--- src/rtl/core/csvfs_pkg.sv ---
// ----------------------------------------------------------------------------
// CSV field splitter package
// Beat types, configuration layout and byte constants shared by the splitter
// core and its top level.
// ----------------------------------------------------------------------------
`default_nettype none

package csvfs_pkg;

  // Width of the configuration write data: the widest register.
  localparam int unsigned CfgDataW = 9;

  // Largest value the field limit register can hold.
  localparam int unsigned MaxFieldsRegMax = (2 ** CfgDataW) - 1;

  // Register indexes on the configuration port.
  typedef enum logic [0:0] {
    CFG_DELIMITER  = 1'b0,
    CFG_MAX_FIELDS = 1'b1
  } cfg_index_e;

  // Reset values of the configuration registers.
  localparam logic [7:0]          DelimiterReset = 8'd44;
  localparam logic [CfgDataW-1:0] MaxFieldsReset = 9'd256;

  // Byte codes with fixed meaning in the text stream.
  localparam logic [7:0] QuoteByte   = 8'h22;
  localparam logic [7:0] NewlineByte = 8'h0A;

  // One input beat: a text byte or an end-of-data mark.
  typedef struct packed {
    logic [7:0] data_byte;
    logic       end_marker;
  } in_beat_t;

  // One result beat: the descriptor of a finished field.
  typedef struct packed {
    logic [7:0]  field_index;
    logic [31:0] field_offset;
    logic [31:0] field_length;
    logic        needs_unescape;
    logic        last_in_record;
  } out_beat_t;

  // Configuration as seen by the splitter core.
  typedef struct packed {
    logic [7:0]          delimiter;
    logic [CfgDataW-1:0] fld_limit;
  } cfg_t;

endpackage

`default_nettype wire

--- src/rtl/core/csvfs_parser.sv ---
// ----------------------------------------------------------------------------
// CSV field splitter core
// Holds the tokenizer state and works out, in one pass of logic per accepted
// beat, the next state and the descriptor of a field that ends on that beat.
// ----------------------------------------------------------------------------
`default_nettype none

module csvfs_parser #(
  parameter int unsigned MAX_FIELDS  = 256,
  parameter int unsigned OFFSET_BITS = 32
) (
  input  wire logic               clk_i,
  input  wire logic               rst_ni,
  input  wire logic               item_valid_i,
  input  wire csvfs_pkg::in_beat_t item_i,
  input  wire csvfs_pkg::cfg_t    cfg_i,
  output logic                    res_valid_o,
  output csvfs_pkg::out_beat_t    res_o
);

  // The field count never passes the smaller of the register range and MAX_FIELDS.
  localparam int unsigned LimCap =
    (MAX_FIELDS < csvfs_pkg::MaxFieldsRegMax) ? MAX_FIELDS : csvfs_pkg::MaxFieldsRegMax;
  localparam int unsigned CntW = $clog2(LimCap + 1);
  localparam int unsigned CmpW = 13;

  logic                   quoted_q, quoted_d;
  logic                   closed_q, closed_d;
  logic                   escape_q, escape_d;
  logic                   open_q, open_d;
  logic [OFFSET_BITS-1:0] pos_q, pos_d;
  logic [OFFSET_BITS-1:0] start_q, start_d;
  logic [CntW-1:0]        cnt_q, cnt_d;

  logic [CntW-1:0]        limit;
  logic                   skipping;
  logic                   reaches_limit;
  logic [OFFSET_BITS-1:0] pos_next;
  logic [OFFSET_BITS-1:0] length;
  logic                   emit;
  logic                   emit_last;

  // Effective field limit and whether the rest of the record is skipped.
  always_comb begin
    if (CmpW'(cfg_i.fld_limit) < CmpW'(MAX_FIELDS)) begin
      limit = CntW'(cfg_i.fld_limit);
    end else begin
      limit = CntW'(MAX_FIELDS);
    end
    skipping      = cnt_q >= limit;
    reaches_limit = ((CntW + 1)'(cnt_q) + 1'b1) >= (CntW + 1)'(limit);
  end

  // The stream position stops at its top value.
  assign pos_next = (pos_q == '1) ? pos_q : pos_q + 1'b1;
  assign length   = pos_q - start_q;

  // Next state and field end detection for the beat on the input.
  always_comb begin
    quoted_d  = quoted_q;
    closed_d  = closed_q;
    escape_d  = escape_q;
    open_d    = open_q;
    pos_d     = pos_q;
    start_d   = start_q;
    cnt_d     = cnt_q;
    emit      = 1'b0;
    emit_last = 1'b0;

    if (item_i.end_marker) begin
      // End of data closes an open record and reports its open field.
      if (open_q) begin
        emit      = !skipping;
        emit_last = 1'b1;
        quoted_d  = 1'b0;
        closed_d  = 1'b0;
        escape_d  = 1'b0;
        cnt_d     = '0;
        open_d    = 1'b0;
      end
    end else begin
      pos_d  = pos_next;
      open_d = 1'b1;
      if (item_i.data_byte == csvfs_pkg::QuoteByte) begin
        // A quote straight after a closing quote is an escape.
        if (closed_q) begin
          quoted_d = 1'b1;
          escape_d = 1'b1;
          closed_d = 1'b0;
        end else if (quoted_q) begin
          quoted_d = 1'b0;
          closed_d = 1'b1;
        end else begin
          quoted_d = 1'b1;
        end
      end else begin
        closed_d = 1'b0;
        if (item_i.data_byte == cfg_i.delimiter && !quoted_q) begin
          // Delimiter ends the field; the record carries on.
          if (!skipping) begin
            emit      = 1'b1;
            emit_last = reaches_limit;
            cnt_d     = cnt_q + 1'b1;
          end
          start_d  = pos_next;
          escape_d = 1'b0;
        end else if (item_i.data_byte == csvfs_pkg::NewlineByte && !quoted_q) begin
          // Newline ends the field and the record.
          emit      = !skipping;
          emit_last = 1'b1;
          start_d   = pos_next;
          quoted_d  = 1'b0;
          escape_d  = 1'b0;
          cnt_d     = '0;
          open_d    = 1'b0;
        end
      end
    end
  end

  // Descriptor of the field that ends on this beat.
  always_comb begin
    res_valid_o          = item_valid_i && emit;
    res_o.field_index    = 8'(cnt_q);
    res_o.field_offset   = 32'(start_q);
    res_o.field_length   = 32'(length);
    res_o.needs_unescape = escape_q;
    res_o.last_in_record = emit_last;
  end

  // State registers advance only on an accepted beat.
  always_ff @(posedge clk_i or negedge rst_ni) begin
    if (!rst_ni) begin
      quoted_q <= 1'b0;
      closed_q <= 1'b0;
      escape_q <= 1'b0;
      open_q   <= 1'b0;
      pos_q    <= '0;
      start_q  <= '0;
      cnt_q    <= '0;
    end else if (item_valid_i) begin
      quoted_q <= quoted_d;
      closed_q <= closed_d;
      escape_q <= escape_d;
      open_q   <= open_d;
      pos_q    <= pos_d;
      start_q  <= start_d;
      cnt_q    <= cnt_d;
    end
  end

  // A closing quote is never seen while still inside quotes.
  assert property (@(posedge clk_i) disable iff (!rst_ni) closed_q |-> !quoted_q)
    else $error("closing quote flag set while quoted");

  // End of data leaves no record and no quoted state behind.
  assert property (@(posedge clk_i) disable iff (!rst_ni)
    (item_valid_i && item_i.end_marker) |=> (!open_q && !quoted_q && cnt_q == '0))
    else $error("record state not cleared by end of data");

  // A field that is not the last of its record moves the field count on by one.
  assert property (@(posedge clk_i) disable iff (!rst_ni)
    (res_valid_o && !res_o.last_in_record) |=> (cnt_q == $past(cnt_q) + 1'b1))
    else $error("field count did not advance after a field");

  // The field start never lies beyond the stream position.
  assert property (@(posedge clk_i) disable iff (!rst_ni) start_q <= pos_q)
    else $error("field start beyond stream position");

endmodule

`default_nettype wire

--- src/rtl/core/csv_field_splitter_unit.sv ---
// ----------------------------------------------------------------------------
// CSV field splitter
// Streaming CSV tokenizer: takes one text byte per beat and gives one
// descriptor per field, with a registered result stage and a skid stage.
// ----------------------------------------------------------------------------
//
//   Channel  Direction  Handshake                   Payload
//   in       input      in_valid_i / in_stall_o     in_data_i  (csvfs_pkg::in_beat_t)
//   out      output     out_valid_o / out_stall_i   out_data_o (csvfs_pkg::out_beat_t)
//   cfg      input      cfg_we_i                    cfg_index_i, cfg_wdata_i
//
// One input beat is taken every cycle while in_stall_o is low; a field descriptor
// leaves from the result register, or through the skid stage while the output stalls.
// The tokenizer state updates once per accepted beat.
// in_stall_o rises only while the skid stage holds a result that the stalled
// output could not take; it comes straight from a register.
// Reset clears the tokenizer state and both result stages, and returns the
// configuration to its reset values.
// ----------------------------------------------------------------------------
`default_nettype none

module csv_field_splitter_unit #(
  parameter int unsigned MAX_FIELDS  = 256,
  parameter int unsigned OFFSET_BITS = 32
) (
  input  wire logic                            clk_i,
  input  wire logic                            rst_ni,
  input  wire logic                            in_valid_i,
  output logic                                 in_stall_o,
  input  wire csvfs_pkg::in_beat_t             in_data_i,
  output logic                                 out_valid_o,
  input  wire logic                            out_stall_i,
  output csvfs_pkg::out_beat_t                 out_data_o,
  input  wire logic                            cfg_we_i,
  input  wire logic [0:0]                      cfg_index_i,
  input  wire logic [csvfs_pkg::CfgDataW-1:0]  cfg_wdata_i
);

  csvfs_pkg::cfg_t      cfg_q;
  logic                 in_accept;
  logic                 res_valid;
  csvfs_pkg::out_beat_t res;

  logic                 out_valid_q, out_valid_d;
  csvfs_pkg::out_beat_t out_data_q, out_data_d;
  logic                 skid_valid_q, skid_valid_d;
  csvfs_pkg::out_beat_t skid_data_q, skid_data_d;

  // Configuration registers.
  always_ff @(posedge clk_i or negedge rst_ni) begin
    if (!rst_ni) begin
      cfg_q.delimiter <= csvfs_pkg::DelimiterReset;
      cfg_q.fld_limit <= csvfs_pkg::MaxFieldsReset;
    end else if (cfg_we_i) begin
      case (csvfs_pkg::cfg_index_e'(cfg_index_i))
        csvfs_pkg::CFG_DELIMITER:  cfg_q.delimiter <= cfg_wdata_i[7:0];
        csvfs_pkg::CFG_MAX_FIELDS: cfg_q.fld_limit <= cfg_wdata_i;
        default: ;
      endcase
    end
  end

  assign in_stall_o = skid_valid_q;
  assign in_accept  = in_valid_i && !in_stall_o;

  csvfs_parser #(
    .MAX_FIELDS  (MAX_FIELDS),
    .OFFSET_BITS (OFFSET_BITS)
  ) u_parser (
    .clk_i        (clk_i),
    .rst_ni       (rst_ni),
    .item_valid_i (in_accept),
    .item_i       (in_data_i),
    .cfg_i        (cfg_q),
    .res_valid_o  (res_valid),
    .res_o        (res)
  );

  // Result register with a skid stage behind it.
  always_comb begin
    out_valid_d  = out_valid_q;
    out_data_d   = out_data_q;
    skid_valid_d = skid_valid_q;
    skid_data_d  = skid_data_q;
    if (!out_valid_q || !out_stall_i) begin
      if (skid_valid_q) begin
        out_valid_d  = 1'b1;
        out_data_d   = skid_data_q;
        skid_valid_d = 1'b0;
      end else begin
        out_valid_d = res_valid;
        out_data_d  = res;
      end
    end else if (res_valid) begin
      skid_valid_d = 1'b1;
      skid_data_d  = res;
    end
  end

  always_ff @(posedge clk_i or negedge rst_ni) begin
    if (!rst_ni) begin
      out_valid_q  <= 1'b0;
      skid_valid_q <= 1'b0;
    end else begin
      out_valid_q  <= out_valid_d;
      skid_valid_q <= skid_valid_d;
    end
  end

  always_ff @(posedge clk_i) begin
    out_data_q  <= out_data_d;
    skid_data_q <= skid_data_d;
  end

  assign out_valid_o = out_valid_q;
  assign out_data_o  = out_data_q;

  // The skid stage only fills behind a full result register.
  assert property (@(posedge clk_i) disable iff (!rst_ni) skid_valid_q |-> out_valid_q)
    else $error("skid stage full while result register empty");

  // A beat in the skid stage moves to the output as soon as the output drains.
  assert property (@(posedge clk_i) disable iff (!rst_ni)
    (skid_valid_q && !out_stall_i) |=> (out_valid_q && !skid_valid_q &&
                                        out_data_q == $past(skid_data_q)))
    else $error("skid beat not forwarded");

endmodule

`default_nettype wire
--- config.mk ---
export PLATFORM = sky130hd
export DESIGN_NAME = csv_field_splitter_unit
export DESIGN_NICKNAME = d
export VERILOG_FILES = /design/src/rtl/core/csvfs_pkg.sv /design/src/rtl/core/csvfs_parser.sv /design/src/rtl/core/csv_field_splitter_unit.sv
export SDC_FILE = /design/constraint.sdc
export NUM_CORES = 1
export LEC_CHECK = 0
export BUFFER_PORTS_ARGS = -buffer_cell sky130_fd_sc_hd__buf_2
export CORE_AREA = 3 3 147 149
export DETAILED_ROUTE_END_ITERATION = 8
export DIE_AREA = 0 0 150 152
export PLACE_DENSITY = 0.79
export SETUP_SLACK_MARGIN = 0.15
export SLEW_MARGIN = 5
export SYNTH_ARGS = -nofsm -noshare
export SYNTH_HDL_FRONTEND = slang
export SYNTH_SLANG_ARGS = --single-unit
export TNS_END_PERCENT = 10
--- constraint.sdc ---
create_clock -name clk_i -period 21.1 [get_ports clk_i]
set_input_delay 3.165 -clock clk_i [delete_from_list [all_inputs] [get_ports clk_i]]
set_output_delay 3.165 -clock clk_i [all_outputs]
set_load 0.01 [all_outputs]
---- After elaboration in Yosys (flattened, before gate mapping) ----
Index checks and enable logic that the tools add are counted.
cells by class
  $add $sub $neg .......................... 4
  order comparisons ....................... 3
  equal/unequal tests ..................... 9
  multiplexer cells ....................... 45
  bitwise operators ....................... 4
  reductions and logical operators ........ 24
operators with widths
  cell                     number
  $mux W32                 3
  $mux W74                 1
  $mux W9                  7
  $mux W1                  34
  $add A32 B1 Y32 const B  1
  $eq A32 B32 Y1 const B   1
  $sub A32 B32 Y32         1
  $reduce_and A4 Y1        3
  $add A9 B1 Y10 const B   1
  $ge A10 B9 Y1            1
  $reduce_and A2 Y1        5
  $add A9 B1 Y9 const B    1
  $ge A9 B9 Y1             1
  $lt A9 B9 Y1 const B     1
  $eq A8 B4 Y1 const B     1
  $eq A8 B6 Y1 const B     1
  $eq A8 B8 Y1             1
  $ne A3 B2 Y1 const B     2
  $reduce_bool A3 Y1       2
  $logic_not A1 Y1         5
  $reduce_and A5 Y1        1
  $logic_and A1 B1 Y1      4
  $not A1 Y1               4
  $reduce_bool A2 Y1       2
  5 further kinds          5
word-level totals
  flip-flop bits (word level) ............. 244
  input port bits ......................... 24
  output and inout port bits .............. 76
  word-level logic and storage cells ...... 110

---- Logic depth before layout (Yosys ltp) ----
  word-level depth ........................ 11
  depth in mapped cells ................... 13

---- Cells and area by module ----
A second synthesis with hierarchy kept.
unflattened totals
  cell total of the unflattened synthesis .. 1,012
  area total of the unflattened synthesis .. 12,296.8 um2
modules (own cells, without submodules)
  module                   instances  cells an instance  area each (um2)
  csvfs_parser             1          737                6,237.2
  csv_field_splitter_unit  1          275                6,059.6

---- Least setup slack after synthesis ----
No wires, ideal clock.
  path type ............................... input -> register
  start point ............................. input out_stall_i
  end point ............................... register skid_data_q[0] (netlist name), enable pin
  arrival ................................. 10.204 ns
  setup slack ............................. 10.299 ns
  stages on the path ...................... 2
  path through ............................ nand2_1 -> nor3_1
between the ends
  word-level cells in the longest chain between the ends .. 4
ends and longest elaborated chain
  element                      line                            RTL
  start, declared              csv_field_splitter_unit.sv:32   input wire logic out_stall_i,
  $logic_not A1 Y1             csv_field_splitter_unit.sv:85   if (!out_valid_q || !out_stall_i) begin
  $logic_or A1 B1 Y1           csv_field_splitter_unit.sv:85
  $not A1 Y1 (no line)         n/a
  $reduce_and A2 Y1 (no line)  n/a
  end signal, assigned         csv_field_splitter_unit.sv:112  skid_data_q <= skid_data_d;
  end, declared                csv_field_splitter_unit.sv:47   csvfs_pkg::out_beat_t skid_data_q, skid_data_d;
No other way between the ends.
A chain may end at the register's enable or synchronous reset.

---- Worst setup path in the final report ----
  start point ............................. input in_data_i[3] (netlist name)
  end point ............................... register u_parser.start_q[12]
between the ends
  word-level cells in the longest chain between the ends .. 4
  elaborated cells on any way between the ends .. 9
  those cells by class .................... eq/ne (3); mux (1); bitwise (1); reduce/logical (4)
ends and longest elaborated chain
  element                                        line                                     RTL
  start, declared                                csv_field_splitter_unit.sv:30            input wire csvfs_pkg::in_beat_t in_data_i,
  $eq A8 B4 Y1 or $eq A8 B8 Y1 (tied branches)   csvfs_parser.sv:107, csvfs_parser.sv:98
  $logic_and A1 B1 Y1, on equally long branches  csvfs_parser.sv:107, csvfs_parser.sv:98
  $reduce_bool A2 Y1 (no line)                   n/a
  $reduce_and A4 Y1 (no line)                    n/a
  end signal, assigned                           csvfs_parser.sv:147                      start_q <= start_d;
  end, declared                                  csvfs_parser.sv:32                       logic [OFFSET_BITS-1:0] start_q, start_d;
Several ways; a longest one is shown, not always the timed one.

==> results.ini <==
[outcome]
run_status=completed

[cells_and_area]
area_growth_pct=12.5
final_core_util_pct=67.8
stdcell_count=1492
layout-drive-gt1-share_pct=17.0
final_cell_mix=nand2_1, edfxtp_1, buf_2, dfrtp_1, o21ai_0
fillers=1556
seqCellArea_sq_um=6850
nets=1279
multi_input_area_sq_um=5030
final_common_cell=nand2_1
antenna-diode-count=0

[clock_tree]
cts-root-buf=clkbuf_16
htreeDepth=1
postCtsSetupRepairBufs=0
postCtsHoldBufs=0
cts_sinks=244
cts_tree=done
cts_made_buffers=25
clock_latency_ns=0.53
cts.reportedPaths.clkPinSlew_ns=0.06
cts_resized=0
clockBufferDepth=3

[synthesis]
ys_seq_area_share_pct=56.0
synth_top_area_share_pct=36.3
synth_enable_flop_cells=148
syn_avg_cell_area_sq_um=11.0
synth_fp_nets=1187
synth_cells=1111
syn_area_sq_um=12200
ys_async_sr_fraction_pct=39.3
ys_top_cells_by_area=edfxtp_1, dfrtp_1, ha_1
yosys_warnings=0
synth.largest_area_cell=edfxtp_1
synthFlopType=edfxtp_1
yosys_register_bits=244
yosysUniqueCellTypes=63

[setup_path]
rr_endpoint=skid_data_q[36]
cp-startpoint=in_data_i[3]
required_ns=21.56
critPathKind=primary input to flop
crit_slowest_cell=or3_1
crit_chain=buf_2 -> nor4_1 -> nand3b_1 -> or4b_1 -> and2_1 -> or3_1 -> buf_4 -> a211o_1 -> o21ai_2
worst_setup_path_start_kind=primary input
timing.rr.start=cfg_q[8]
end_kind=flop
cp.arrival_ns=5.84
cp_slowest_stage_delay_ns=0.66
path_max_fanout=37
reg2regPathDepth=9
reg2reg_setup_slack_ns=17.46

[route]
drtIter0Drc=643
drtPass1Iterations=5
drc=0
via_count=8551
route.detailed.wl_per_inst_microns=17.4
drt_wl_total_mm=25.9
ant_nets=0
viasPerCell=5.73

[flow_run]
cap_violations=0

[sta]
slew_headroom_pct=38.0
timing.final.crit_share_pct=25.5
setup_tns_ns=0
tightest_slew_ns=0.931
drv_slew=0
rsz0062_at_grt=no
period_needed_ns=5.38
fmax_mhz=186
hold_viol=0
finClkSkew_ns=0.0194
finalSetupViolations=0

[place]
gp_congestion=0.933
detailed_place_hpwl_mm=18.8
io_buffers=99
dpl.cell_count=1446

[worst_hold_path]
hold_depth=0
hp-class=flop to flop
min_from=u_parser.start_q[18]
min_to=skid_data_q[52]

[global_route]
antenna_found_initial=0
grtUsageTotal_pct=22.8
grt.busiest_layer=met2
grt_pass1_vias=8327
grt_pass1_wl_mm=42.5
use_met2_pct=37.6
met1_usage_pct=32.3
grt_max_degree=87
use_met3_pct=3.01
grt_overflow=0

[power_and_ir_drop]
p_leak_uw=0.00565
peakVddDrop_mv=0.0740
power_density_nw_per_um2=89.8

[floorplan]
die_area_sq_um=22800
start_util_pct=60.3
rows=52
chipHeight_microns=152
io_pins=100
die_w_microns=150
coreArea_sq_um=20300

[worst max path at each step]
stage,end,slack (ns),cells after the start
global route,u_parser.start_q[12],15.54,9
detailed placement,u_parser.start_q[12],15.20,9
finish,u_parser.start_q[12],15.72,9
CTS,u_parser.start_q[12],15.75,9
floorplan,skid_data_q[0],10.30,2
global placement,skid_data_q[26],15.28,8
[report_power, final]
| part | internal (uW) | leakage [uW] | total, uW | switching [uW] |
|---|---|---|---|---|
| clock | 251 | 0.000393 | 429 | 178 |
| combinational | 93.4 | 0.00263 | 223 | 130 |
| sequential | 565 | 0.00262 | 585 | 20.7 |
| total | 909 | 0.00565 | 1240 | 328 |
[synthesized netlist by cell type, drive strengths merged, types with 2 or more instances]
| library cell | count |
|---|---|
| o21a | 4 |
| edfxtp | 148 |
| or2 | 5 |
| a211oi | 6 |
| o21bai | 7 |
| a211o | 2 |
| and2 | 4 |
| buf | 8 |
| nand2 | 169 |
| mux2i | 3 |
| nor2b | 8 |
| clkbuf | 34 |
| nand3 | 31 |
| a21boi | 2 |
| a21o | 8 |
| a31oi | 7 |
| o31ai | 2 |
| o211ai | 10 |
| inv | 49 |
| dfrtp | 92 |
| ha | 51 |
| nand4 | 21 |
| o22ai | 2 |
| xnor2 | 65 |
| nor2 | 66 |
| nor4 | 5 |
| and3 | 8 |
| mux2 | 49 |
| a22o | 3 |
| nand2b | 10 |
| clkinv | 2 |
| o2bb2ai | 2 |
| dfstp | 4 |
| o21ai | 96 |
| xor2 | 42 |
| nand3b | 3 |
| a221oi | 4 |
| a21oi | 50 |
| nor3 | 12 |
[stage by stage]
stage | setup WS (ns) | hold WS [ns] | instance area [sq um] | total power (uW)
2_1_floorplan | 10.30 | 0.425 | 12200 | 747
3_3_place_gp | 15.28 | 0.428 | 13000 | 810
3_5_place_dp | 15.20 | 0.446 | 13000 | 818
4_1_cts | 15.75 | 0.457 | 13800 | 1240
5_1_grt | 15.54 | 0.464 | 13800 | 1300
6_report | 15.72 | 0.459 | 13800 | 1240
[sequential cells by signal, summed over array words and instances (netlist names), 9 cells and up]
name,cells
out_data_o,74
skid_data_q,74
u_parser.pos_q,32
u_parser.start_q,32
cfg_q,17
u_parser.cnt_q,9
[layout make-up]
type,count,share of cell area [%]
clock buffers,32,4.89
clock inverters,14,0.927
inverters,51,1.39
multi-input cells,774,36.5
flip-flops and latches,244,49.8
well taps,270,2.45
repair buffers,107,4.05
[metal layers]
| layer | wire length (microns) | up-vias |
|---|---|---|
| li1 | - | 4135 |
| met1 | 11200 | 4074 |
| met3 | 1610 | 45 |
| met5 | 0 | - |
| met2 | 12500 | 297 |
| met4 | 651 | 0 |
[critical path, delay by kind of cell]
family	cells	cell delay, ns
AND/OR/NAND/NOR	5	1.85
AO/OA/AOI/OAI	2	0.32
buffers and inverters	2	0.50
[logic make-up after synthesis]
group / count (synthesis) / synth area share, %
simple gates: 349 / 12.9
xor+xnor: 107 / 7.66
fa+ha+maj: 52 / 5.38
mux: 52 / 4.75
flops: 244 / 56.0
compound gates: 214 / 10.3
buf+inv: 93 / 3.05
Note: power is estimated with default switching activity, not from simulation.
